## config.mk

```make
export PLATFORM = sky130hd
export DESIGN_NAME = printf_integer_field_formatter_unit_flat
export DESIGN_NICKNAME = d
export VERILOG_FILES = /design/src/pifu_pkg.sv /design/src/pifu_ifs.sv /design/src/printf_integer_field_formatter_unit.sv /design/src/pifu_csr_regs.sv /design/src/pifu_digit_unit.sv /design/src/flat_wrapper.sv
export SDC_FILE = /design/constraint.sdc
export NUM_CORES = 1
export LEC_CHECK = 0
export BUFFER_PORTS_ARGS = -buffer_cell sky130_fd_sc_hd__clkbuf_2
export CORE_MARGIN = 2
export CORE_UTILIZATION = 35
export CTS_BUF_LIST = sky130_fd_sc_hd__clkbuf_8
export CTS_CLUSTER_DIAMETER = 40
export DETAILED_ROUTE_END_ITERATION = 7
export PLACE_DENSITY = 0.57
export SLEW_MARGIN = 20
export SYNTH_ARGS = -nofsm -noshare
export SYNTH_HDL_FRONTEND = slang
export SYNTH_HIERARCHICAL = 1
export SYNTH_SLANG_ARGS = --single-unit
```

## constraint.sdc

```tcl
create_clock -name clock -period 8.79 [get_ports clock]
set_input_delay 0.4395 -clock clock [delete_from_list [all_inputs] [get_ports clock]]
set_output_delay 0.4395 -clock clock [all_outputs]
set_load 0.05 [all_outputs]
```

## src/pifu_pkg.sv

```systemverilog
`timescale 1ns / 1ps
`default_nettype none

package pifu_pkg;

   // Field sizing
   localparam int unsigned MAX_FIELD_DEF = 64;  // default field limit
   localparam int unsigned FIELD_CAP     = 64;  // hard ceiling on characters per field
   localparam int unsigned MAX_DIGITS    = 22;  // enough octal digits for 64 bits
   localparam int unsigned DIG_IDX_W     = $clog2(MAX_DIGITS);
   localparam int unsigned DIG_CNT_W     = $clog2(MAX_DIGITS + 1);
   localparam int unsigned VALUE_W       = 64;
   localparam int unsigned CHAR_W        = 8;
   localparam int unsigned POS_W         = 7;   // holds 0..FIELD_CAP
   localparam int unsigned PREC_W        = 6;
   localparam int unsigned ITER_W        = 7;   // holds 0..VALUE_W
   localparam int unsigned CSR_IDX_W     = 3;
   localparam int unsigned CSR_DATA_W    = 7;

   // ASCII
   localparam logic [CHAR_W-1:0] CH_NUL     = 8'h00;
   localparam logic [CHAR_W-1:0] CH_SPACE   = 8'h20;
   localparam logic [CHAR_W-1:0] CH_PLUS    = 8'h2B;
   localparam logic [CHAR_W-1:0] CH_MINUS   = 8'h2D;
   localparam logic [CHAR_W-1:0] CH_ZERO    = 8'h30;
   localparam logic [CHAR_W-1:0] CH_UPPER_A = 8'h41;
   localparam logic [CHAR_W-1:0] CH_UPPER_X = 8'h58;
   localparam logic [CHAR_W-1:0] CH_LOWER_A = 8'h61;
   localparam logic [CHAR_W-1:0] CH_LOWER_X = 8'h78;

   typedef enum logic [2:0] {
      CONV_SDEC = 3'd0,
      CONV_UDEC = 3'd1,
      CONV_HEXL = 3'd2,
      CONV_HEXU = 3'd3,
      CONV_OCT  = 3'd4
   } conv_type;

   typedef enum logic [1:0] {
      LEN_32 = 2'd0,
      LEN_16 = 2'd1,
      LEN_64 = 2'd2
   } len_type;

   typedef enum logic [1:0] {
      SGN_MINUS = 2'd0,
      SGN_SPACE = 2'd1,
      SGN_PLUS  = 2'd2
   } sign_mode_type;

   typedef enum logic [CSR_IDX_W-1:0] {
      CSR_CONVERSION  = 3'd0,
      CSR_LENGTH_MODE = 3'd1,
      CSR_LEFT_JUST   = 3'd2,
      CSR_SIGN_MODE   = 3'd3,
      CSR_ZERO_PAD    = 3'd4,
      CSR_ALT_FORM    = 3'd5,
      CSR_FIELD_WIDTH = 3'd6,
      CSR_MIN_DIGITS  = 3'd7
   } csr_index_type;

   typedef enum logic [2:0] {
      ST_IDLE   = 3'd0,
      ST_DABBLE = 3'd1,
      ST_SCAN   = 3'd2,
      ST_PREP   = 3'd3,
      ST_LAYOUT = 3'd4,
      ST_EMIT   = 3'd5
   } fsm_state_type;

   typedef enum logic [2:0] {
      DU_HOLD     = 3'd0,
      DU_LOAD_HEX = 3'd1,
      DU_LOAD_OCT = 3'd2,
      DU_LOAD_DEC = 3'd3,
      DU_DABBLE   = 3'd4
   } du_op_type;

   typedef struct packed {
      du_op_type              op;
      logic [DIG_IDX_W-1:0]   rd_idx;
   } du_ctl_type;

   typedef struct packed {
      logic [2:0]             conversion;
      logic [1:0]             length_mode;
      logic                   left_just;
      logic [1:0]             sign_mode;
      logic                   zero_pad;
      logic                   alt_form;
      logic [6:0]             field_width;
      logic signed [6:0]      min_digits;
   } cfg_type;

   function automatic logic [CHAR_W-1:0] digit_char(input logic [3:0] d, input logic upper);
      logic [CHAR_W-1:0] base_ch;
      base_ch = upper ? CH_UPPER_A : CH_LOWER_A;
      if (d < 4'd10) begin
         digit_char = CH_ZERO + CHAR_W'(d);
      end else begin
         digit_char = base_ch + CHAR_W'(d) - CHAR_W'(10);
      end
   endfunction

endpackage

`default_nettype wire

```

## src/pifu_ifs.sv

```systemverilog
`timescale 1ns / 1ps
`default_nettype none

interface pifu_req_if;
   import pifu_pkg::*;
   logic                 valid;
   logic                 ready;
   logic [VALUE_W-1:0]   raw_value;
   modport source (output valid, output raw_value, input ready);
   modport sink   (input valid, input raw_value, output ready);
endinterface

interface pifu_rsp_if;
   import pifu_pkg::*;
   logic                 valid;
   logic                 ready;
   logic [CHAR_W-1:0]    out_char;
   logic                 last;
   logic                 empty_field;
   modport source (output valid, output out_char, output last, output empty_field, input ready);
   modport sink   (input valid, input out_char, input last, input empty_field, output ready);
endinterface

interface pifu_csr_if;
   import pifu_pkg::*;
   logic                    valid;
   logic                    ready;
   logic [CSR_IDX_W-1:0]    reg_index;
   logic [CSR_DATA_W-1:0]   wdata;
   modport source (output valid, output reg_index, output wdata, input ready);
   modport sink   (input valid, input reg_index, input wdata, output ready);
endinterface

`default_nettype wire

```

## src/printf_integer_field_formatter_unit.sv

```systemverilog
`timescale 1ns / 1ps
`default_nettype none

// printf-style integer field formatter (%d %u %x %X %o).
// Channels: csr_bus writes the format registers (index, data; always ready, write
// only while no value is in flight). req_bus takes one 64-bit raw value per
// transaction; rsp_bus returns the field one ASCII character per transaction, with
// last on the final one. An empty field gives one transaction with empty_field
// and last set and a NUL character.
// Steps per value: the accept state, then for decimal one double-dabble step per bit
// of the length mode on the shared BCD unit, then a top-down digit-count scan over
// the digit store, the prep and layout states, then one character per cycle while rsp_bus keeps up.
// The block takes a new value only once the previous field has been fully handed
// to the output register.
// The output register decouples the receiver: a stalled rsp_bus holds the current
// character and freezes the character sequencer; nothing is dropped.
// Reset (synchronous, active high) returns the sequencer to idle, clears the
// output valid and restores the registers to their defaults (precision not given).
module printf_integer_field_formatter_unit #(
   parameter int unsigned MAX_FIELD = pifu_pkg::MAX_FIELD_DEF
) (
   input  logic        clock,
   input  logic        reset,
   pifu_csr_if.sink    csr_bus,
   pifu_req_if.sink    req_bus,
   pifu_rsp_if.source  rsp_bus
);
   import pifu_pkg::*;

   localparam int unsigned FIELD_LIMIT = (MAX_FIELD < FIELD_CAP) ? MAX_FIELD : FIELD_CAP;
   localparam logic [POS_W-1:0]  LIMIT_POS = POS_W'(FIELD_LIMIT);
   localparam logic [PREC_W-1:0] PREC_CAP  = PREC_W'(FIELD_LIMIT - 2);

   cfg_type                 cfg;
   du_ctl_type              du_ctl;
   logic [VALUE_W-1:0]      du_load;
   logic [3:0]              rd_digit;

   // sequencer state
   fsm_state_type           state_ff, state_in;
   conv_type                conv_ff, conv_in;
   logic                    neg_ff, neg_in;
   logic                    mag_nz_ff, mag_nz_in;
   logic [ITER_W-1:0]       iter_ff, iter_in;
   logic [DIG_IDX_W-1:0]    scan_idx_ff, scan_idx_in;
   logic [DIG_CNT_W-1:0]    dcnt_ff, dcnt_in;
   logic [DIG_IDX_W-1:0]    dig_idx_ff, dig_idx_in;
   logic [PREC_W-1:0]       ndig_ff, ndig_in;
   logic [1:0]              plen_ff, plen_in;
   logic                    sgn_ff, sgn_in;
   logic [CHAR_W-1:0]       sgn_ch_ff, sgn_ch_in;
   // layout boundaries: spaces | sign | prefix | zeros | digits | spaces
   logic [POS_W-1:0]        b1_ff, b1_in, b2_ff, b2_in, b3_ff, b3_in;
   logic [POS_W-1:0]        b4_ff, b4_in, b5_ff, b5_in;
   logic [POS_W-1:0]        total_ff, total_in;
   logic [POS_W-1:0]        pos_ff, pos_in;
   // output register
   logic                    rsp_valid_ff, rsp_valid_in;
   logic [CHAR_W-1:0]       char_ff, char_in;
   logic                    last_ff, last_in;
   logic                    empty_ff, empty_in;

   // accept-cycle operand shaping
   conv_type                conv_norm;
   logic [VALUE_W-1:0]      mask, sign_bit, val, mag, mag_just;
   logic [ITER_W-1:0]       iter_len;
   logic                    neg_now;
   // prep / layout
   logic                    has_prec, zfill, upper, out_load, req_fire;
   logic [PREC_W-1:0]       prec, dcnt6, ndig_now;
   logic [POS_W-1:0]        body, wsat, pad, lead_sp, zpad, prec_zeros;

   pifu_csr_regs u_csr (
      .clock   (clock),
      .reset   (reset),
      .csr_bus (csr_bus),
      .cfg     (cfg)
   );

   pifu_digit_unit u_digits (
      .clock      (clock),
      .ctl        (du_ctl),
      .load_value (du_load),
      .rd_digit   (rd_digit)
   );

   assign req_bus.ready       = (state_ff == ST_IDLE);
   assign req_fire            = req_bus.valid && req_bus.ready;
   assign rsp_bus.valid       = rsp_valid_ff;
   assign rsp_bus.out_char    = char_ff;
   assign rsp_bus.last        = last_ff;
   assign rsp_bus.empty_field = empty_ff;

   assign out_load = (state_ff == ST_EMIT) && (!rsp_valid_ff || rsp_bus.ready);
   assign upper    = (conv_ff == CONV_HEXU);

   // operand: truncate by length mode, sign from that width's top bit, magnitude formed unsigned
   always_comb begin
      conv_norm = (cfg.conversion > 3'd4) ? CONV_UDEC : conv_type'(cfg.conversion);
      priority if (cfg.length_mode == LEN_16) begin
         mask     = VALUE_W'(16'hFFFF);
         sign_bit = VALUE_W'(16'h8000);
         iter_len = ITER_W'(16);
      end else if (cfg.length_mode == LEN_64) begin
         mask     = '1;
         sign_bit = {1'b1, {(VALUE_W-1){1'b0}}};
         iter_len = ITER_W'(64);
      end else begin
         mask     = VALUE_W'(32'hFFFF_FFFF);
         sign_bit = VALUE_W'(32'h8000_0000);
         iter_len = ITER_W'(32);
      end
      val     = req_bus.raw_value & mask;
      neg_now = (conv_norm == CONV_SDEC) && ((val & sign_bit) != '0);
      mag     = neg_now ? ((~val + VALUE_W'(1)) & mask) : val;
      // left-justify so the dabble steps see the top bit first
      priority if (cfg.length_mode == LEN_16) begin
         mag_just = mag << 48;
      end else if (cfg.length_mode == LEN_64) begin
         mag_just = mag;
      end else begin
         mag_just = mag << 32;
      end
   end

   // precision, digit total and prefix
   always_comb begin
      has_prec = !cfg.min_digits[6];
      prec     = has_prec ? cfg.min_digits[5:0] : PREC_W'(1);
      if (has_prec && (prec > PREC_CAP)) prec = PREC_CAP;
      dcnt6    = PREC_W'(dcnt_ff);
      ndig_now = (dcnt6 > prec) ? dcnt6 : prec;
      zfill    = cfg.zero_pad && !cfg.left_just && !has_prec;
      body     = POS_W'(sgn_ff) + POS_W'(plen_ff) + POS_W'(ndig_ff);
      wsat     = (cfg.field_width > LIMIT_POS) ? LIMIT_POS : cfg.field_width;
      pad      = (wsat > body) ? wsat - body : '0;
      lead_sp  = (!cfg.left_just && !zfill) ? pad : '0;
      zpad     = zfill ? pad : '0;
      prec_zeros = POS_W'(ndig_ff - dcnt6);
   end

   // sequencer
   always_comb begin
      state_in     = state_ff;
      conv_in      = conv_ff;
      neg_in       = neg_ff;
      mag_nz_in    = mag_nz_ff;
      iter_in      = iter_ff;
      scan_idx_in  = scan_idx_ff;
      dcnt_in      = dcnt_ff;
      dig_idx_in   = dig_idx_ff;
      ndig_in      = ndig_ff;
      plen_in      = plen_ff;
      sgn_in       = sgn_ff;
      sgn_ch_in    = sgn_ch_ff;
      b1_in        = b1_ff;
      b2_in        = b2_ff;
      b3_in        = b3_ff;
      b4_in        = b4_ff;
      b5_in        = b5_ff;
      total_in     = total_ff;
      pos_in       = pos_ff;
      rsp_valid_in = rsp_valid_ff && !rsp_bus.ready;
      char_in      = char_ff;
      last_in      = last_ff;
      empty_in     = empty_ff;
      du_ctl.op     = DU_HOLD;
      du_ctl.rd_idx = (state_ff == ST_SCAN) ? scan_idx_ff : dig_idx_ff;
      du_load       = mag;

      unique case (state_ff)
         ST_IDLE: begin
            if (req_fire) begin
               conv_in     = conv_norm;
               neg_in      = neg_now;
               mag_nz_in   = (mag != '0);
               iter_in     = iter_len;
               scan_idx_in = DIG_IDX_W'(MAX_DIGITS - 1);
               unique case (conv_norm)
                  CONV_SDEC, CONV_UDEC: begin
                     du_ctl.op = DU_LOAD_DEC;
                     du_load   = mag_just;
                     state_in  = ST_DABBLE;
                  end
                  CONV_HEXL, CONV_HEXU: begin
                     du_ctl.op = DU_LOAD_HEX;
                     state_in  = ST_SCAN;
                  end
                  CONV_OCT: begin
                     du_ctl.op = DU_LOAD_OCT;
                     state_in  = ST_SCAN;
                  end
                  default: ;
               endcase
            end
         end
         ST_DABBLE: begin
            du_ctl.op = DU_DABBLE;
            iter_in   = iter_ff - ITER_W'(1);
            if (iter_ff == ITER_W'(1)) state_in = ST_SCAN;
         end
         ST_SCAN: begin
            // top-down search for the most significant nonzero digit
            priority if (rd_digit != 4'd0) begin
               dcnt_in  = DIG_CNT_W'(scan_idx_ff) + DIG_CNT_W'(1);
               state_in = ST_PREP;
            end else if (scan_idx_ff == '0) begin
               dcnt_in  = '0;
               state_in = ST_PREP;
            end else begin
               scan_idx_in = scan_idx_ff - DIG_IDX_W'(1);
            end
         end
         ST_PREP: begin
            ndig_in    = ndig_now;
            dig_idx_in = DIG_IDX_W'(dcnt_ff - DIG_CNT_W'(1));
            priority if (cfg.alt_form && mag_nz_ff &&
                         (conv_ff == CONV_HEXL || conv_ff == CONV_HEXU)) begin
               plen_in = 2'd2;
            end else if (cfg.alt_form && conv_ff == CONV_OCT && ndig_now == dcnt6) begin
               plen_in = 2'd1;  // octal alt form only when no precision zero leads
            end else begin
               plen_in = 2'd0;
            end
            sgn_in    = 1'b0;
            sgn_ch_in = CH_NUL;
            if (conv_ff == CONV_SDEC) begin
               priority if (neg_ff) begin
                  sgn_in    = 1'b1;
                  sgn_ch_in = CH_MINUS;
               end else if (cfg.sign_mode == SGN_PLUS) begin
                  sgn_in    = 1'b1;
                  sgn_ch_in = CH_PLUS;
               end else if (cfg.sign_mode == SGN_SPACE) begin
                  sgn_in    = 1'b1;
                  sgn_ch_in = CH_SPACE;
               end else begin
                  sgn_in    = 1'b0;
               end
            end
            state_in = ST_LAYOUT;
         end
         ST_LAYOUT: begin
            b1_in    = lead_sp;
            b2_in    = lead_sp + POS_W'(sgn_ff);
            b3_in    = lead_sp + POS_W'(sgn_ff) + POS_W'(plen_ff);
            b4_in    = lead_sp + POS_W'(sgn_ff) + POS_W'(plen_ff) + zpad + prec_zeros;
            b5_in    = lead_sp + POS_W'(sgn_ff) + POS_W'(plen_ff) + zpad + POS_W'(ndig_ff);
            total_in = body + pad;
            pos_in   = '0;
            state_in = ST_EMIT;
         end
         ST_EMIT: begin
            if (out_load) begin
               rsp_valid_in = 1'b1;
               empty_in     = 1'b0;
               pos_in       = pos_ff + POS_W'(1);
               last_in      = (pos_ff == total_ff - POS_W'(1));
               priority if (total_ff == '0) begin
                  char_in  = CH_NUL;
                  last_in  = 1'b1;
                  empty_in = 1'b1;
               end else if (pos_ff < b1_ff) begin
                  char_in = CH_SPACE;
               end else if (pos_ff < b2_ff) begin
                  char_in = sgn_ch_ff;
               end else if (pos_ff < b3_ff) begin
                  char_in = (pos_ff == b2_ff) ? CH_ZERO : (upper ? CH_UPPER_X : CH_LOWER_X);
               end else if (pos_ff < b4_ff) begin
                  char_in = CH_ZERO;
               end else if (pos_ff < b5_ff) begin
                  char_in    = digit_char(rd_digit, upper);
                  dig_idx_in = dig_idx_ff - DIG_IDX_W'(1);
               end else begin
                  char_in = CH_SPACE;
               end
               if (last_in) state_in = ST_IDLE;
            end
         end
         default: state_in = ST_IDLE;
      endcase
   end

   always_ff @(posedge clock) begin
      if (reset) begin
         state_ff     <= ST_IDLE;
         rsp_valid_ff <= 1'b0;
         iter_ff      <= '0;
         dcnt_ff      <= '0;
         pos_ff       <= '0;
      end else begin
         state_ff     <= state_in;
         rsp_valid_ff <= rsp_valid_in;
         iter_ff      <= iter_in;
         dcnt_ff      <= dcnt_in;
         pos_ff       <= pos_in;
      end
   end

   always_ff @(posedge clock) begin
      conv_ff     <= conv_in;
      neg_ff      <= neg_in;
      mag_nz_ff   <= mag_nz_in;
      scan_idx_ff <= scan_idx_in;
      dig_idx_ff  <= dig_idx_in;
      ndig_ff     <= ndig_in;
      plen_ff     <= plen_in;
      sgn_ff      <= sgn_in;
      sgn_ch_ff   <= sgn_ch_in;
      b1_ff       <= b1_in;
      b2_ff       <= b2_in;
      b3_ff       <= b3_in;
      b4_ff       <= b4_in;
      b5_ff       <= b5_in;
      total_ff    <= total_in;
      char_ff     <= char_in;
      last_ff     <= last_in;
      empty_ff    <= empty_in;
   end

   // a new value always starts on the BCD unit or the scan
   a_accept_starts: assert property (@(posedge clock) disable iff (reset)
      req_fire |=> (state_ff == ST_DABBLE || state_ff == ST_SCAN))
      else $error("accepted value did not start conversion");

   // the character position never runs past the field
   a_pos_in_field: assert property (@(posedge clock) disable iff (reset)
      (state_ff == ST_EMIT) |-> (pos_ff < total_ff || total_ff == '0))
      else $error("character position beyond field");

   // once the final character is taken and no new field is emitting, nothing follows
   a_last_drains: assert property (@(posedge clock) disable iff (reset)
      (rsp_bus.valid && rsp_bus.ready && rsp_bus.last && state_ff != ST_EMIT)
      |=> !rsp_valid_ff)
      else $error("character issued after end of field");

   // an empty field is always a single, final transaction
   a_empty_is_last: assert property (@(posedge clock) disable iff (reset)
      (rsp_valid_ff && empty_ff) |-> (last_ff && char_ff == CH_NUL))
      else $error("empty field result malformed");

   // digit count stays within the store
   a_dcnt_range: assert property (@(posedge clock) disable iff (reset)
      (state_ff == ST_PREP) |-> (dcnt_ff <= DIG_CNT_W'(MAX_DIGITS)))
      else $error("digit count out of range");

endmodule

`default_nettype wire

```

## src/pifu_csr_regs.sv

```systemverilog
`timescale 1ns / 1ps
`default_nettype none

module pifu_csr_regs (
   input  logic               clock,
   input  logic               reset,
   pifu_csr_if.sink           csr_bus,
   output pifu_pkg::cfg_type  cfg
);
   import pifu_pkg::*;

   cfg_type cfg_ff;
   cfg_type cfg_in;

   assign csr_bus.ready = 1'b1;
   assign cfg = cfg_ff;

   always_comb begin
      cfg_in = cfg_ff;
      if (csr_bus.valid) begin
         unique case (csr_index_type'(csr_bus.reg_index))
            CSR_CONVERSION:  cfg_in.conversion  = csr_bus.wdata[2:0];
            CSR_LENGTH_MODE: cfg_in.length_mode = csr_bus.wdata[1:0];
            CSR_LEFT_JUST:   cfg_in.left_just   = csr_bus.wdata[0];
            CSR_SIGN_MODE:   cfg_in.sign_mode   = csr_bus.wdata[1:0];
            CSR_ZERO_PAD:    cfg_in.zero_pad    = csr_bus.wdata[0];
            CSR_ALT_FORM:    cfg_in.alt_form    = csr_bus.wdata[0];
            CSR_FIELD_WIDTH: cfg_in.field_width = csr_bus.wdata;
            CSR_MIN_DIGITS:  cfg_in.min_digits  = csr_bus.wdata;
         endcase
      end
   end

   always_ff @(posedge clock) begin
      if (reset) begin
         cfg_ff            <= '0;
         cfg_ff.min_digits <= -7'sd1;  // precision not given
      end else begin
         cfg_ff <= cfg_in;
      end
   end

endmodule

`default_nettype wire

```

## src/pifu_digit_unit.sv

```systemverilog
`timescale 1ns / 1ps
`default_nettype none

// Digit store plus the shared shift-and-add-3 unit for binary to BCD.
module pifu_digit_unit (
   input  logic                            clock,
   input  pifu_pkg::du_ctl_type            ctl,
   input  logic [pifu_pkg::VALUE_W-1:0]    load_value,
   output logic [3:0]                      rd_digit
);
   import pifu_pkg::*;

   logic [3:0]                digits_ff [MAX_DIGITS];
   logic [3:0]                digits_in [MAX_DIGITS];
   logic [3:0]                adj       [MAX_DIGITS];
   logic [VALUE_W-1:0]        work_ff;
   logic [VALUE_W-1:0]        work_in;
   logic [4*MAX_DIGITS-1:0]   hex_ext;
   logic [3*MAX_DIGITS-1:0]   oct_ext;

   assign hex_ext  = (4*MAX_DIGITS)'(load_value);
   assign oct_ext  = (3*MAX_DIGITS)'(load_value);
   assign rd_digit = digits_ff[ctl.rd_idx];

   always_comb begin
      for (int i = 0; i < MAX_DIGITS; i++) begin
         adj[i] = (digits_ff[i] >= 4'd5) ? digits_ff[i] + 4'd3 : digits_ff[i];
      end
   end

   always_comb begin
      digits_in = digits_ff;
      work_in   = work_ff;
      unique case (ctl.op)
         DU_HOLD: ;
         DU_LOAD_HEX: begin
            for (int i = 0; i < MAX_DIGITS; i++) digits_in[i] = hex_ext[4*i +: 4];
         end
         DU_LOAD_OCT: begin
            for (int i = 0; i < MAX_DIGITS; i++) digits_in[i] = {1'b0, oct_ext[3*i +: 3]};
         end
         DU_LOAD_DEC: begin
            for (int i = 0; i < MAX_DIGITS; i++) digits_in[i] = '0;
            work_in = load_value;
         end
         DU_DABBLE: begin
            // one bit enters per step, every BCD lane adjusted in parallel
            digits_in[0] = {adj[0][2:0], work_ff[VALUE_W-1]};
            for (int i = 1; i < MAX_DIGITS; i++) digits_in[i] = {adj[i][2:0], adj[i-1][3]};
            work_in = {work_ff[VALUE_W-2:0], 1'b0};
         end
         default: ;
      endcase
   end

   always_ff @(posedge clock) begin
      digits_ff <= digits_in;
      work_ff   <= work_in;
   end

endmodule

`default_nettype wire

```

## src/flat_wrapper.sv

```systemverilog
// flat-port wrapper written by rule: the top's interface ports become plain ports
module printf_integer_field_formatter_unit_flat import pifu_pkg::*;
#(
   parameter int unsigned MAX_FIELD = pifu_pkg::MAX_FIELD_DEF
)
  (clock, reset, csr_bus_valid, csr_bus_reg_index, csr_bus_wdata, csr_bus_ready, req_bus_valid, req_bus_raw_value, req_bus_ready, rsp_bus_valid, rsp_bus_out_char, rsp_bus_last, rsp_bus_empty_field, rsp_bus_ready);
  pifu_csr_if csr_bus_i ();
  pifu_req_if req_bus_i ();
  pifu_rsp_if rsp_bus_i ();
  input  logic clock;
  input  logic reset;
  input wire logic [$bits(csr_bus_i.valid)-1:0] csr_bus_valid;
  input wire logic [$bits(csr_bus_i.reg_index)-1:0] csr_bus_reg_index;
  input wire logic [$bits(csr_bus_i.wdata)-1:0] csr_bus_wdata;
  output wire logic [$bits(csr_bus_i.ready)-1:0] csr_bus_ready;
  input wire logic [$bits(req_bus_i.valid)-1:0] req_bus_valid;
  input wire logic [$bits(req_bus_i.raw_value)-1:0] req_bus_raw_value;
  output wire logic [$bits(req_bus_i.ready)-1:0] req_bus_ready;
  output wire logic [$bits(rsp_bus_i.valid)-1:0] rsp_bus_valid;
  output wire logic [$bits(rsp_bus_i.out_char)-1:0] rsp_bus_out_char;
  output wire logic [$bits(rsp_bus_i.last)-1:0] rsp_bus_last;
  output wire logic [$bits(rsp_bus_i.empty_field)-1:0] rsp_bus_empty_field;
  input wire logic [$bits(rsp_bus_i.ready)-1:0] rsp_bus_ready;
  assign csr_bus_i.valid = csr_bus_valid;
  assign csr_bus_i.reg_index = csr_bus_reg_index;
  assign csr_bus_i.wdata = csr_bus_wdata;
  assign csr_bus_ready = csr_bus_i.ready;
  assign req_bus_i.valid = req_bus_valid;
  assign req_bus_i.raw_value = req_bus_raw_value;
  assign req_bus_ready = req_bus_i.ready;
  assign rsp_bus_valid = rsp_bus_i.valid;
  assign rsp_bus_out_char = rsp_bus_i.out_char;
  assign rsp_bus_last = rsp_bus_i.last;
  assign rsp_bus_empty_field = rsp_bus_i.empty_field;
  assign rsp_bus_i.ready = rsp_bus_ready;
  printf_integer_field_formatter_unit #(.MAX_FIELD(MAX_FIELD)) u_core (.clock(clock), .reset(reset), .csr_bus(csr_bus_i), .req_bus(req_bus_i), .rsp_bus(rsp_bus_i));
endmodule
```

Word level (Yosys, flattened, before mapping):

Index checks and enable logic that the tools add are counted.

* memories kept: 0
* memory bits (read-only): 0
* output and inout bits: 13
* logic and storage cells: 341
* memory bits (writable): 0
* register bits after elaboration: 283
* latch bits: 0

* multiply operators: 0
* div/mod/pow operators: 0
* muxes and demuxes: 99
* reduce and logical (&&, ||, !) cells: 57
* magnitude comparators: 34
* eq/ne operators: 45
* bitwise logic cells: 6
* add/subtract/negate cells: 43
* shift-type cells: 0

Operators by type and width (count)
* two-way mux 64 bit: 10
* case mux 88 bit (4 select lines): 1
* bitwise AND 64 bit: 3
* case mux 64 bit (2 select lines): 1
* nonzero test 64 bit: 2
* two-way mux 4 bit: 23
* >= comparator 4 x 3 -> 1 bit (second input constant): 22
* adder 4 x 2 -> 4 bit (second input constant): 21
* two-way mux 5 bit: 13
* adder 64 x 1 -> 64 bit (second input constant): 1
* NOT 64 bit: 1
* two-way mux 7 bit: 8
* two-way mux 6 bit: 9
* two-way mux 8 bit: 6
* < comparator 7 bit: 5
* equality test 3 x 2 -> 1 bit (second input constant): 10
* case mux 7 bit (2 select lines): 2
* equality test 3 bit (second input constant): 9
* two-way mux 3 bit: 9
* AND reduction 2 bit: 13
* adder 7 bit: 3
* binary-select mux 4 bit (select 5 bit): 1
* inequality test 2 bit (second input constant): 10
* case mux 5 bit (2 select lines): 2
* 48 further kinds: 99

Longest topological paths before layout:

Gate-level depths: netlist of run 1.

* depth after elaboration: 14
* depth in mapped cells: 32
* gate-level depth less buffers: 31

By module:

Netlist of run 1, hierarchy kept.

By module, submodules not included
* printf_integer_field_formatter_unit: area each 10346.2 um2, instances 1, cells each 1278, seq. area each 2802.7 um2
* pifu_digit_unit: area each 9730.6 um2, instances 1, cells each 1032, seq. area each 4564.4 um2
* pifu_csr_regs: area each 1068.5 um2, instances 1, cells each 107, seq. area each 480.5 um2

Worst setup path before layout of run 1:

No wires, ideal clock.

* path type: flip-flop to flip-flop
* start point: register u_core.state_ff[2]
* end point: register u_core/u_digits/digits_ff[0] (netlist name) (enable)
* clock period less this slack: 8074 ps
* required time: 8214 ps
* data arrival time: 7498 ps
* stages on the path, launching flop included: 9
* library setup time: 576 ps
* slack: 716 ps
* path through: dfxtp_1 -> clkbuf_1 -> nor3_1 -> nand2_1 -> nor2_1 -> nor2_1 -> clkbuf_1 -> clkbuf_1 -> xnor2_1

RTL lines
* start: declaration: line printf_integer_field_formatter_unit.sv:40 `fsm_state_type state_ff, state_in;`
* start signal: assignment: line printf_integer_field_formatter_unit.sv:292 `state_ff <= state_in;`
* end signal: assignment: line pifu_digit_unit.sv:57 `digits_ff <= digits_in;`
* end: declaration: line pifu_digit_unit.sv:13 `logic [3:0] digits_ff [MAX_DIGITS];`

Final worst setup path of run 1:

* start point: register u_core.ndig_ff[0]
* end point: register u_core.b4_ff[6], data pin

* longest elaborated chain between the ends: 8
* elaborated cells on any way between the ends: 11
* those cells by class: add/sub: 7; order compare: 1; mux: 3

RTL lines
* start: declaration: line printf_integer_field_formatter_unit.sv:48 `logic [PREC_W-1:0] ndig_ff, ndig_in;`
* start signal: assignment: line printf_integer_field_formatter_unit.sv:306 `ndig_ff <= ndig_in;`
* adder 7 x 6 -> 7 bit *: line printf_integer_field_formatter_unit.sv:134 `body = POS_W'(sgn_ff) + POS_W'(plen_ff) + POS_W'(ndig_ff);`
* subtractor 7 bit / greater-than comparator 7 bit (equally long branches): line printf_integer_field_formatter_unit.sv:136 `pad = (wsat > body) ? wsat - body : '0;`
* two-way mux 7 bit *: line printf_integer_field_formatter_unit.sv:136
* two-way mux 7 bit *: line printf_integer_field_formatter_unit.sv:137 `lead_sp = (!cfg.left_just && !zfill) ? pad : '0;`
* net u_core.lead_sp[1]: line printf_integer_field_formatter_unit.sv:71 `logic [POS_W-1:0] body, wsat, pad, lead_sp, zpad, prec_zeros;`
* adder 7 x 1 -> 7 bit *: line printf_integer_field_formatter_unit.sv:247 `b4_in = lead_sp + POS_W'(sgn_ff) + POS_W'(plen_ff) + zpad + prec_zeros;`
* adder 7 x 2 -> 7 bit *: line printf_integer_field_formatter_unit.sv:247
* adder 7 bit * (2 in a row): line printf_integer_field_formatter_unit.sv:247
* end signal: assignment: line printf_integer_field_formatter_unit.sv:313 `b4_ff <= b4_in;`
* end: declaration: line printf_integer_field_formatter_unit.sv:54 `logic [POS_W-1:0] b4_ff, b4_in, b5_ff, b5_in;`

Mark *: on every way through the listed nets, which the timed path passes. The rest lies on a longest branch.
A chain may end at the register's enable or synchronous reset.

==> results of run 1 <==
[repair_timing]
item | in CTS | in global routing
hold endpoints to repair | 1 | 0
setup endpoints to repair | 0 | 0
hold buffers | 1 | 0
[stage by stage]
step / cells / util, %
floorplan: 2417 / -
detailed placement: 3192 / 37.08
CTS: 3298 / 39.18
global placement: 3192 / 37.08
finish: 3299 / 39.22
global route: 3299 / 39.22
[state kept, by name, indices dropped and copies added, names as in the netlist, 5 cells and up]
| signal | flops |
|---|---|
| u_core/iter_ff | 7 |
| u_core/pos_ff | 7 |
| u_core/b5_ff | 7 |
| u_core/ndig_ff | 6 |
| u_core/rsp_bus.out_char | 7 |
| u_core/b2_ff | 7 |
| u_core/b3_ff | 7 |
| u_core/b1_ff | 7 |
| u_core/u_digits/work_ff | 64 |
| u_core/u_digits/digits_ff | 88 |
| u_core/dcnt_ff | 5 |
| u_core/scan_idx_ff | 5 |
| u_core/b4_ff | 7 |
| u_core/total_ff | 7 |
| u_core/u_csr/cfg | 24 |
| u_core/dig_idx_ff | 5 |
[Yosys cell counts (11+ instances only)]
master and instances:
a21o_1 26, xnor2_1 98, inv_1 162, mux2i_1 57, nand2b_1 76, buf_2 15, nand3_1 32, o22ai_1 16
and3_1 12, dfxtp_1 47, nand4_1 16, edfxtp_1 230, ha_1 132, o21ai_0 119, nor2b_1 25, buf_1 13
a21oi_1 140, a22oi_1 15, a31oi_1 67, o31ai_1 14, xor2_1 52, clkbuf_1 84, nand2_1 421, nor3_1 54
nor4_1 18, mux4_2 11, nor2_1 207, a221oi_1 47, or3_1 12, nor3b_1 23, fa_1 11
[cell families (layout without fill, tap and decap cells)]
family | after synthesis | count (layout)
other | 2 | 3
xor gates and xnor gates | 153 | 153
muxes | 81 | 81
buffers and inverters | 286 | 385
DFF | 277 | 277
and+or+nand+nor | 941 | 941
AOI/OAI and AO/OA | 533 | 533
adders and majority gates | 144 | 144
[area by class of cell]
cell class / count / area (um2) / area share [%]
inverter: 165 / 631.9 / 2.684
tap: 782 / 978.4 / 4.157
sequential: 277 / 7848 / 33.34
clock inverter: 39 / 337.8 / 1.435
antenna: 1 / 2.502 / 0.01063
multi-input combinational: 1854 / 12180 / 51.76
clock buffer: 66 / 908.4 / 3.859
timing repair buffer: 115 / 646.9 / 2.748
[worst max-delay path: cells and delay by family, from the launching register on]
family / cells / cell delay (ps)
flops: 1 / 440
xor+xnor: 5 / 1150
compound gates: 8 / 1780
buf+inv: 5 / 320
fa+ha+maj: 7 / 2610
simple gates: 4 / 790
[layer usage]
metal  up-vias  routed length, um  global-route usage (%)
met2       684              29630                   33.38
met5         -                  0                       0
li1       8741                  -                       -
met3       150               4224                   2.847
met1      8766              30170                   29.00
met4         0               2261                   7.556
[power breakdown]
part / internal (uW) / switching, uW / leakage (uW)
Clock: 840 / 628 / 0.000678
Sequential: 1880 / 305 / 0.00260
Combinational: 861 / 1450 / 0.00639
Total: 3590 / 2380 / 0.00967
[worst max-delay path by stage]
stage | start | endpoint | slack (ps) | cells past startpoint
final | u_core/ndig_ff[0] | u_core/b4_ff[6] | 1420 | 29
after global routing | u_core/ndig_ff[0] | u_core/b4_ff[6] | 770 | 29
after CTS | u_core/ndig_ff[0] | u_core/b4_ff[6] | 1420 | 29
after detailed placement | u_core/ndig_ff[0] | u_core/b4_ff[6] | 1450 | 29
after global placement | u_core/ndig_ff[0] | u_core/b4_ff[6] | 1550 | 29
after floorplan | u_core/state_ff[2] | u_core/u_digits/digits_ff[0] | 720 | 8
==> impl_metrics.toml, run 1 <==
[sta]
setup_viol = 0
totalNegativeSetupSlack_ps = 0
rsz0062_at_grt = "no"
final_max_slew_viol_count = 0
min_period_ps = 7373
whs_ps = 55.08
fmax_mhz = 135.6
relSlewSlack_pct = 24.73
fin_crit_sh_pct = 83.88
tightest_slew_ps = 1129
fin_skew_ps = 49.05
finalWorstSetupSlack_ps = 1417
hold_viol = 0

[route]
wirelength_um = 66290
drtIter0Drc = 1805
num_vias = 18341
avgRoutedWirePerCell_um = 20.09
postRouteAntennaNets = 0
drc = 0
dr.pass1.iters = 6
viasPerCell = 5.560

[layout]
syn_to_final_growth_pct = 11.31
drive_gt1_share_pct = 10.02
design_area_um2 = 23540
final_common_cell = "nand2_1"
fill_cells = 6097
layout_common_cells = "nand2_1 (420), edfxtp_1 (230), nor2_1 (205), inv_1 (169), a21oi_1 (140)"
nets = 2693

[synth]
ys_seq_elements = 277
syn_nets = 2639
synthAdderAreaFrac_pct = 8.899
synth-edff-count = 230
synthXorXnorAreaFrac_pct = 6.533
synthesis.area_um2 = 21150
synth_ff_type = "edfxtp_1"
synth_top_area_share_pct = 32.66
yosys-top-cells-area = "edfxtp_1 (33%), ha_1 (7.8%), nand2_1 (7.5%)"
netlist-cell-type-count = 92
ys_async_sr_fraction_pct = 0
synth-simple-area-share_pct = 20.75
ys_seq_area_share_pct = 37.11
synth_top_area_cell = "edfxtp_1"
yosysWarnings = 6
synth_compound_area_share_pct = 16.01
synth_top_family_by_area = "simple AND/OR/NAND/NOR gates"
syn_area_per_cell_um2 = 8.749
synth_cells = 2417
synth.mux.area_fraction_pct = 5.148

[cts]
htreeDepth = 2
tritoncts = "done"
numCtsBuffers = 58
path_clk_slew_ps = 60
clockBufferDepth = 3
cts.sinks = 277
clk_latency_ps = 650
cts_setup_buffers = 0
clockRootBuffer = "clkbuf_8"
post_cts_resized = 0

[worst_hold_path]
hold_depth = 3
min-delay-start = "csr_bus_wdata[4]"
min_to = "u_core/u_csr/cfg[11]"
hold_path_class = "input port to flip-flop"

[floorplan]
fp-row-count = 90
core-area_um2 = 60020
die_height_um = 249.8
dieArea_um2 = 62400
ios = 92
die_w_um = 249.8
start_util_pct = 35.23

[place]
port_buffers = 89
gp_congestion = 0.9231
placed_area_um2 = 22260
post-place-ws_ps = 1451
post-dp-hpwl_um = 49360

[setup_path]
r2r-start = "u_core/ndig_ff[0]"
regToRegSetupSlack_ps = 1420
r2r.worst_path.cells = 29
critPathMaxStageDelay_ps = 550
required_ps = 9170
path_max_fanout = 9
critPathSlowestCell = "a21oi_1"
timing.rr.end = "u_core/b4_ff[6]"
worstSetupEndpointType = "flip-flop"
crit_top_cell = "inv_1"
crit_type = "flip-flop to flip-flop"
arrival_ps = 7750
start_kind = "flip-flop"

[power]
leakage_uw = 0.009667
powerDensity_nw_per_um2 = 253.5
p_total_uw = 5966
irDropWorstVdd_v = 0.0001437

[grt]
grt_pass1_wl_um = 103500
antenna_found_initial = 1
grt_start_max_net_pins = 105
grt_pass1_vias = 17822
grt_use_total_pct = 20.94
overflow = 0

[job]
drv_cap = 0

[status]
status = "finished clean"
No activity file was read; power rests on OpenSTA's default activity.
==> run 2, diff against run 1 <==
--- a/config.mk
+++ b/config.mk
@@ -5,6 +5,7 @@
 export SDC_FILE = /design/constraint.sdc
 export NUM_CORES = 1
 export LEC_CHECK = 0
+export ABC_AREA = 1
 export BUFFER_PORTS_ARGS = -buffer_cell sky130_fd_sc_hd__clkbuf_2
 export CORE_MARGIN = 2
 export CORE_UTILIZATION = 35
==> constraint.sdc (replaced) <==
create_clock -name clock -period 7.5 [get_ports clock]
set_input_delay 0.375 -clock clock [delete_from_list [all_inputs] [get_ports clock]]
set_output_delay 0.375 -clock clock [all_outputs]
set_load 0.05 [all_outputs]
==> impl_metrics.toml, run 2 <==
[layout]
regMostFlops = "u_core/u_digits/digits_ff"
instances_no_fill = 4048
drive_gt1_share_pct = 9.720
nets = 3384
layout_common_cells = "nand2_1 (794), inv_1 (440), nor2_1 (295), o21ai_0 (234), edfxtp_1 (230)"
syn_to_final_growth_pct = 11.41
final_common_cell = "nand2_1"
fill_cells = 6648
largest_reg_flops = 88

[floorplan]
start_util_pct = 35.56
core-area_um2 = 61940
ios = 92
die_w_um = 254.9
die_height_um = 254.9
dieArea_um2 = 64950
fp-row-count = 91

[sta]
fin_crit_sh_pct = 90.42
rsz0062_at_grt = "no"
hold_viol = 0
relSlewSlack_pct = 39.89
tightest_slew_ps = 900.6
min_period_ps = 6782
totalNegativeSetupSlack_ps = 0
final_max_slew_viol_count = 0
fmax_mhz = 147.5
setup_viol = 0
fin_skew_ps = 39.80

[setup_path]
crit_top_cell = "nand2_1"
worstSetupEndpointType = "flip-flop"
crit_type = "flip-flop to flip-flop"
critPathSlowestCell = "fa_1"
arrival_ps = 7190
start_kind = "flip-flop"
path_max_fanout = 10
critPathMaxStageDelay_ps = 480
required_ps = 7910

[route]
postRouteAntennaNets = 0
wirelength_um = 69450
dr.pass1.iters = 6
drc = 0
viasPerCell = 5.082
num_vias = 20570
avgRoutedWirePerCell_um = 17.16
drtIter0Drc = 1674

[synth]
synth_common_cells = "nand2_1 (796), inv_1 (430), nor2_1 (296)"
yosysMostFrequentCell = "nand2_1"
yosys-top-cells-area = "edfxtp_1 (31%), nand2_1 (14%), ha_1 (7.5%)"
netlist-cell-type-count = 56
synthesis.area_um2 = 22020
synth-edff-count = 230
yosysWarnings = 6
ys_seq_area_share_pct = 35.63
syn_area_per_cell_um2 = 7.153
ys_seq_elements = 277
synth_cells = 3079
synth_top_area_cell = "edfxtp_1"
synth_top_area_share_pct = 31.36
ys_async_sr_fraction_pct = 0
synth_ff_type = "edfxtp_1"
syn_nets = 3301

[place]
gp_congestion = 0.9339
post-dp-hpwl_um = 53430
port_buffers = 89
dp_cells = 3930

[power]
leakage_uw = 0.01127
powerDensity_nw_per_um2 = 342.6
intPower_uw = 4565
swShare_pct = 45.71
seqPwrFrac_pct = 33.2
p_comb_share_pct = 46.7
p_switching_uw = 3843
irDropWorstVdd_v = 0.0001782
p_clk_share_pct = 20.1

[grt]
grt_start_max_net_pins = 72
grt_busiest_layer = "met2"
grtUsageMet3_pct = 2.715
overflow = 0
antenna_found_initial = 1
met2_usage_pct = 35.40
grt_util_met1_pct = 29.20
grt_pass1_wl_um = 109000
grt_pass1_vias = 19400
grt_use_total_pct = 21.44

[worst_hold_path]
hold_path_class = "input port to flip-flop"

[status]
status = "finished clean"

[cts]
path_clk_slew_ps = 60
tritoncts = "done"
clockBufferDepth = 3
clockRootBuffer = "clkbuf_8"
htreeDepth = 2
numCtsBuffers = 59
cts_setup_buffers = 0
clk_latency_ps = 660
cts.sinks = 277

[job]
drv_cap = 0
-- run 2: changes by cell type after synthesis, sizes merged, moves of 38 or more --
cell	previous run	this run
a21oi	140	191
a221oi	47	0
a31oi	67	10
buf	37	75
clkbuf	84	20
inv	162	448
mux2i	57	2
nand2	421	817
nand2b	76	0
nand3	32	237
nor2	208	326
o211ai	7	56
o21ai	125	249
xnor2	98	14
-- run 2: worst paths after layout --
| kind | from | to | slack, ps | depth (start not counted) |
|---|---|---|---|---|
| setup / recovery | u_core/ndig_ff[0] | u_core/b4_ff[6] | 720 | 34 |
| hold / removal | csr_bus_reg_index[2] | u_core/u_csr/cfg[18] | 170 | 4 |
| setup reg to reg | u_core/ndig_ff[0] | u_core/b4_ff[6] | 720 | 34 |
| hold reg to reg | u_core/u_csr/cfg[3] | u_core/u_csr/cfg[3] | 470 | 2 |
-- run 2: what timing repair did --
action	in CTS	in global routing
gates resized for setup	0	2
endpoints found under the setup margin	0	1
hold endpoints to repair	8	0
hold buffers	8	0
-- run 2: stage by stage --
| step | power (uW) | instance area, um2 | setup slack [ps] | utilization, % | hold WS [ps] |
|---|---|---|---|---|---|
| 6_report | 8407 | 24540 | 718.3 | 39.62 | 167.4 |
| 5_1_grt | 9109 | 24540 | 39.42 | 39.62 | 163.1 |
| 4_1_cts | 8437 | 24520 | 533.6 | 39.59 | 117.5 |
| 3_5_place_dp | 6705 | 23210 | 560.7 | 37.48 | 458.9 |
| 3_3_place_gp | 6681 | 23210 | 563.3 | 37.48 | 447.6 |
| 2_1_floorplan | 5582 | 22020 | 1322 | - | 428.9 |
-- run 2: worst max-delay path, delay by kind of cell (launching register included) --
kind / cells / cell delay (ps)
xor+xnor: 5 / 1050
fa+ha+maj: 8 / 2770
buf+inv: 5 / 330
flops: 1 / 460
simple gates: 12 / 1260
compound gates: 4 / 690
-- run 2: metal layers --
layer | vias up | share of wire (%)
met2 | 608 | 46
met3 | 107 | 5.9
met4 | 0 | 2.8
li1 | 10348 | -
met5 | - | 0
met1 | 9507 | 46
-- run 2: final cells by class --
| type | count | area, um2 | area share (%) |
|---|---|---|---|
| multi-input cells | 2256 | 12040 | 49.06 |
| repair buffers | 117 | 675.6 | 2.754 |
| diodes | 1 | 2.502 | 0.01020 |
| inverters | 451 | 1695 | 6.909 |
| clock buffers | 66 | 908.4 | 3.702 |
| flip-flops and latches | 277 | 7848 | 31.98 |
| clock inverters | 43 | 321.6 | 1.310 |
| well taps | 837 | 1047 | 4.268 |
-- run 2: kinds of logic (layout without fill, tap and decap cells) --
logic type                 count (synthesis)  count (layout)  synth area share [%]
AOI/OAI and AO/OA                        547             547                 13.78
xor gates and xnor gates                  69              69                 2.744
adders and majority gates                143             143                 8.499
buffers and inverters                    546             677                 10.02
DFF                                      277             277                 35.63
muxes                                      2               2               0.09090
other                                      2               3               0.03410
and+or+nand+nor                         1493            1493                 29.20
-- run 2: power by group through the flow --
stage	logic, uW	registers, uW	clock network, uW
global route	4460	2860	1800
floorplan	2830	2750	0
CTS	3910	2790	1730
finish	3920	2790	1690
detailed placement	3890	2820	0
global placement	3870	2820	0
==> run 3, diff against run 2 <==
--- a/config.mk
+++ b/config.mk
@@ -9,7 +9,7 @@
 export BUFFER_PORTS_ARGS = -buffer_cell sky130_fd_sc_hd__clkbuf_2
 export CORE_MARGIN = 2
 export CORE_UTILIZATION = 35
-export CTS_BUF_LIST = sky130_fd_sc_hd__clkbuf_8
+export CTS_BUF_LIST = sky130_fd_sc_hd__clkbuf_4
 export CTS_CLUSTER_DIAMETER = 40
 export DETAILED_ROUTE_END_ITERATION = 7
 export PLACE_DENSITY = 0.57
==> impl_metrics.toml, run 3 (same netlist as run 2, synthesis figures left out) <==
[status]
status = "finished clean"

[floorplan]
fp-row-count = 91
dieArea_um2 = 64950
start_util_pct = 35.56
die_w_um = 254.9
core-area_um2 = 61940
ios = 92
die_height_um = 254.9

[layout]
syn_to_final_growth_pct = 10.83
final_common_cell = "nand2_1"
layout_common_cells = "nand2_1 (794), inv_1 (430), nor2_1 (295), o21ai_0 (234), edfxtp_1 (230)"
largest_reg_flops = 88
post-route-util_pct = 39.41
regMostFlops = "u_core/u_digits/digits_ff"
nets = 3415
instances_no_fill = 4097
fill_cells = 6704
drive_gt1_share_pct = 11.11

[setup_path]
regToRegSetupSlack_ps = 750
arrival_ps = 7270
required_ps = 8030
critPathSlowestCell = "fa_1"
start_kind = "flip-flop"
timing.rr.end = "u_core/b4_ff[6]"
critPathMaxStageDelay_ps = 480
r2r-start = "u_core/sgn_ff"
worstSetupEndpointType = "flip-flop"
crit_type = "flip-flop to flip-flop"
r2r.worst_path.cells = 33
crit_buf_inv = 4
path_max_fanout = 10
crit_top_cell = "nand2_1"
crit_family = "adder cells"

[grt]
grt_pass1_vias = 19558
overflow = 0
grt_use_total_pct = 21.56
grt_start_max_net_pins = 72
grt_pass1_wl_um = 109200
antenna_found_initial = 2

[cts]
tritoncts = "done"
clockRootBuffer = "clkbuf_4"
clockBufferDepth = 3
path_clk_slew_ps = 70
numCtsBuffers = 84
htreeDepth = 3
clk_latency_ps = 790
cts.sinks = 277

[route]
drtIter0Drc = 1627
dr.pass1.iters = 6
avgRoutedWirePerCell_um = 16.92
viasPerCell = 5.073
postRouteAntennaNets = 0
wirelength_um = 69310
drc = 0
num_vias = 20785

[power]
seqPwrFrac_pct = 34.2
powerDensity_nw_per_um2 = 334.4
p_switching_uw = 3786
p_clk_share_pct = 17.7
p_comb_share_pct = 48.1
leakage_uw = 0.01129
intPower_uw = 4377
swShare_pct = 46.38
p_total_uw = 8163
irDropWorstVdd_v = 0.0001744

[sta]
finalWorstSetupSlack_ps = 752.3
fin_crit_sh_pct = 89.97
rsz0062_at_grt = "no"
totalNegativeSetupSlack_ps = 0
fin_skew_ps = 41.50
relSlewSlack_pct = 40.87
tightest_slew_ps = 885.9
min_period_ps = 6748
fmax_mhz = 148.2
final_max_slew_viol_count = 0
setup_viol = 0
hold_viol = 0

[job]
drv_cap = 0

[place]
dp_cells = 3930
gp_congestion = 0.9339
post-dp-hpwl_um = 53430
post-place-ws_ps = 560.7
port_buffers = 89

[worst_hold_path]
hold_path_class = "input port to flip-flop"
hold_depth = 2
min-delay-start = "reset"
min_to = "u_core/iter_ff[6]"
-- run 3: cell count changes in the layout (fill, tap and decap cells not counted) --
cell,previous run,this run
buf_4,20,22
clkbuf_8,66,0
inv_1,440,430
inv_2,17,20
clkinvlp_4,6,1
clkinv_1,15,18
dlygate4sd3_1,8,12
bufinv_16,4,0
clkbuf_4,0,125
clkinv_4,4,0
inv_6,1,0
diode_2,1,3
-- run 3: power by group through the flow --
stage / Sequential, uW / Clock [uW] / Combinational (uW)
floorplan: 2750 / 0 / 2830
finish: 2790 / 1450 / 3920
detailed placement: 2820 / 0 / 3890
global placement: 2820 / 0 / 3870
CTS: 2790 / 1500 / 3910
global route: 2850 / 1590 / 4460
-- run 3: how the worst max path moves through the flow --
stage,to,cells after the start,slack [ps],startpoint
2_1_floorplan,u_core/b4_ff[6],30,1320,u_core/ndig_ff[0]
3_3_place_gp,u_core/b4_ff[6],34,560,u_core/ndig_ff[0]
3_5_place_dp,u_core/b4_ff[6],34,560,u_core/ndig_ff[0]
4_1_cts,u_core/b4_ff[6],34,500,u_core/ndig_ff[0]
5_1_grt,u_core/b4_ff[6],34,50,u_core/sgn_ff
6_report,u_core/b4_ff[6],33,750,u_core/sgn_ff
-- run 3: stage by stage --
stage	instance area [um2]	hold slack [ps]
detailed placement	23210	458.9
CTS	24380	11.83
finish	24410	97.84
floorplan	22020	428.9
global placement	23210	447.6
global route	24410	47.25
-- run 3: cell type report --
class / count / area [um2] / share of cell area, %
Multi-Input combinational cell: 2256 / 12040 / 49.32
Sequential cell: 277 / 7848 / 32.15
Inverter: 451 / 1695 / 6.945
Tap cell: 837 / 1047 / 4.290
Clock buffer: 125 / 938.4 / 3.844
Timing Repair Buffer: 123 / 730.7 / 2.993
Clock inverter: 25 / 105.1 / 0.4305
Antenna cell: 3 / 7.507 / 0.03075
-- run 3: worst reg2reg max path, delay by kind of cell, from the launching register on --
| family | cells | cell delay, ps |
|---|---|---|
| DFF | 1 | 420 |
| buffers and inverters | 4 | 260 |
| xor gates and xnor gates | 4 | 850 |
| adders and majority gates | 9 | 3040 |
| and+or+nand+nor | 12 | 1290 |
| AOI/OAI and AO/OA | 4 | 670 |
-- run 3: what timing repair did --
action                                  in CTS  in global routing
gates resized for setup                      0                  2
hold buffers                                12                  0
buffers inserted                             0                  2
endpoints found under the setup margin       0                  1
hold endpoints to repair                    25                  0
-- run 3: layer usage --
metal / up-vias / global-route usage [%] / wire [um]
met5: - / 0 / 0
met4: 0 / 7.786 / 2140
met3: 124 / 3.041 / 4053
met2: 614 / 35.03 / 31460
met1: 9613 / 29.21 / 31650
li1: 10434 / - / -
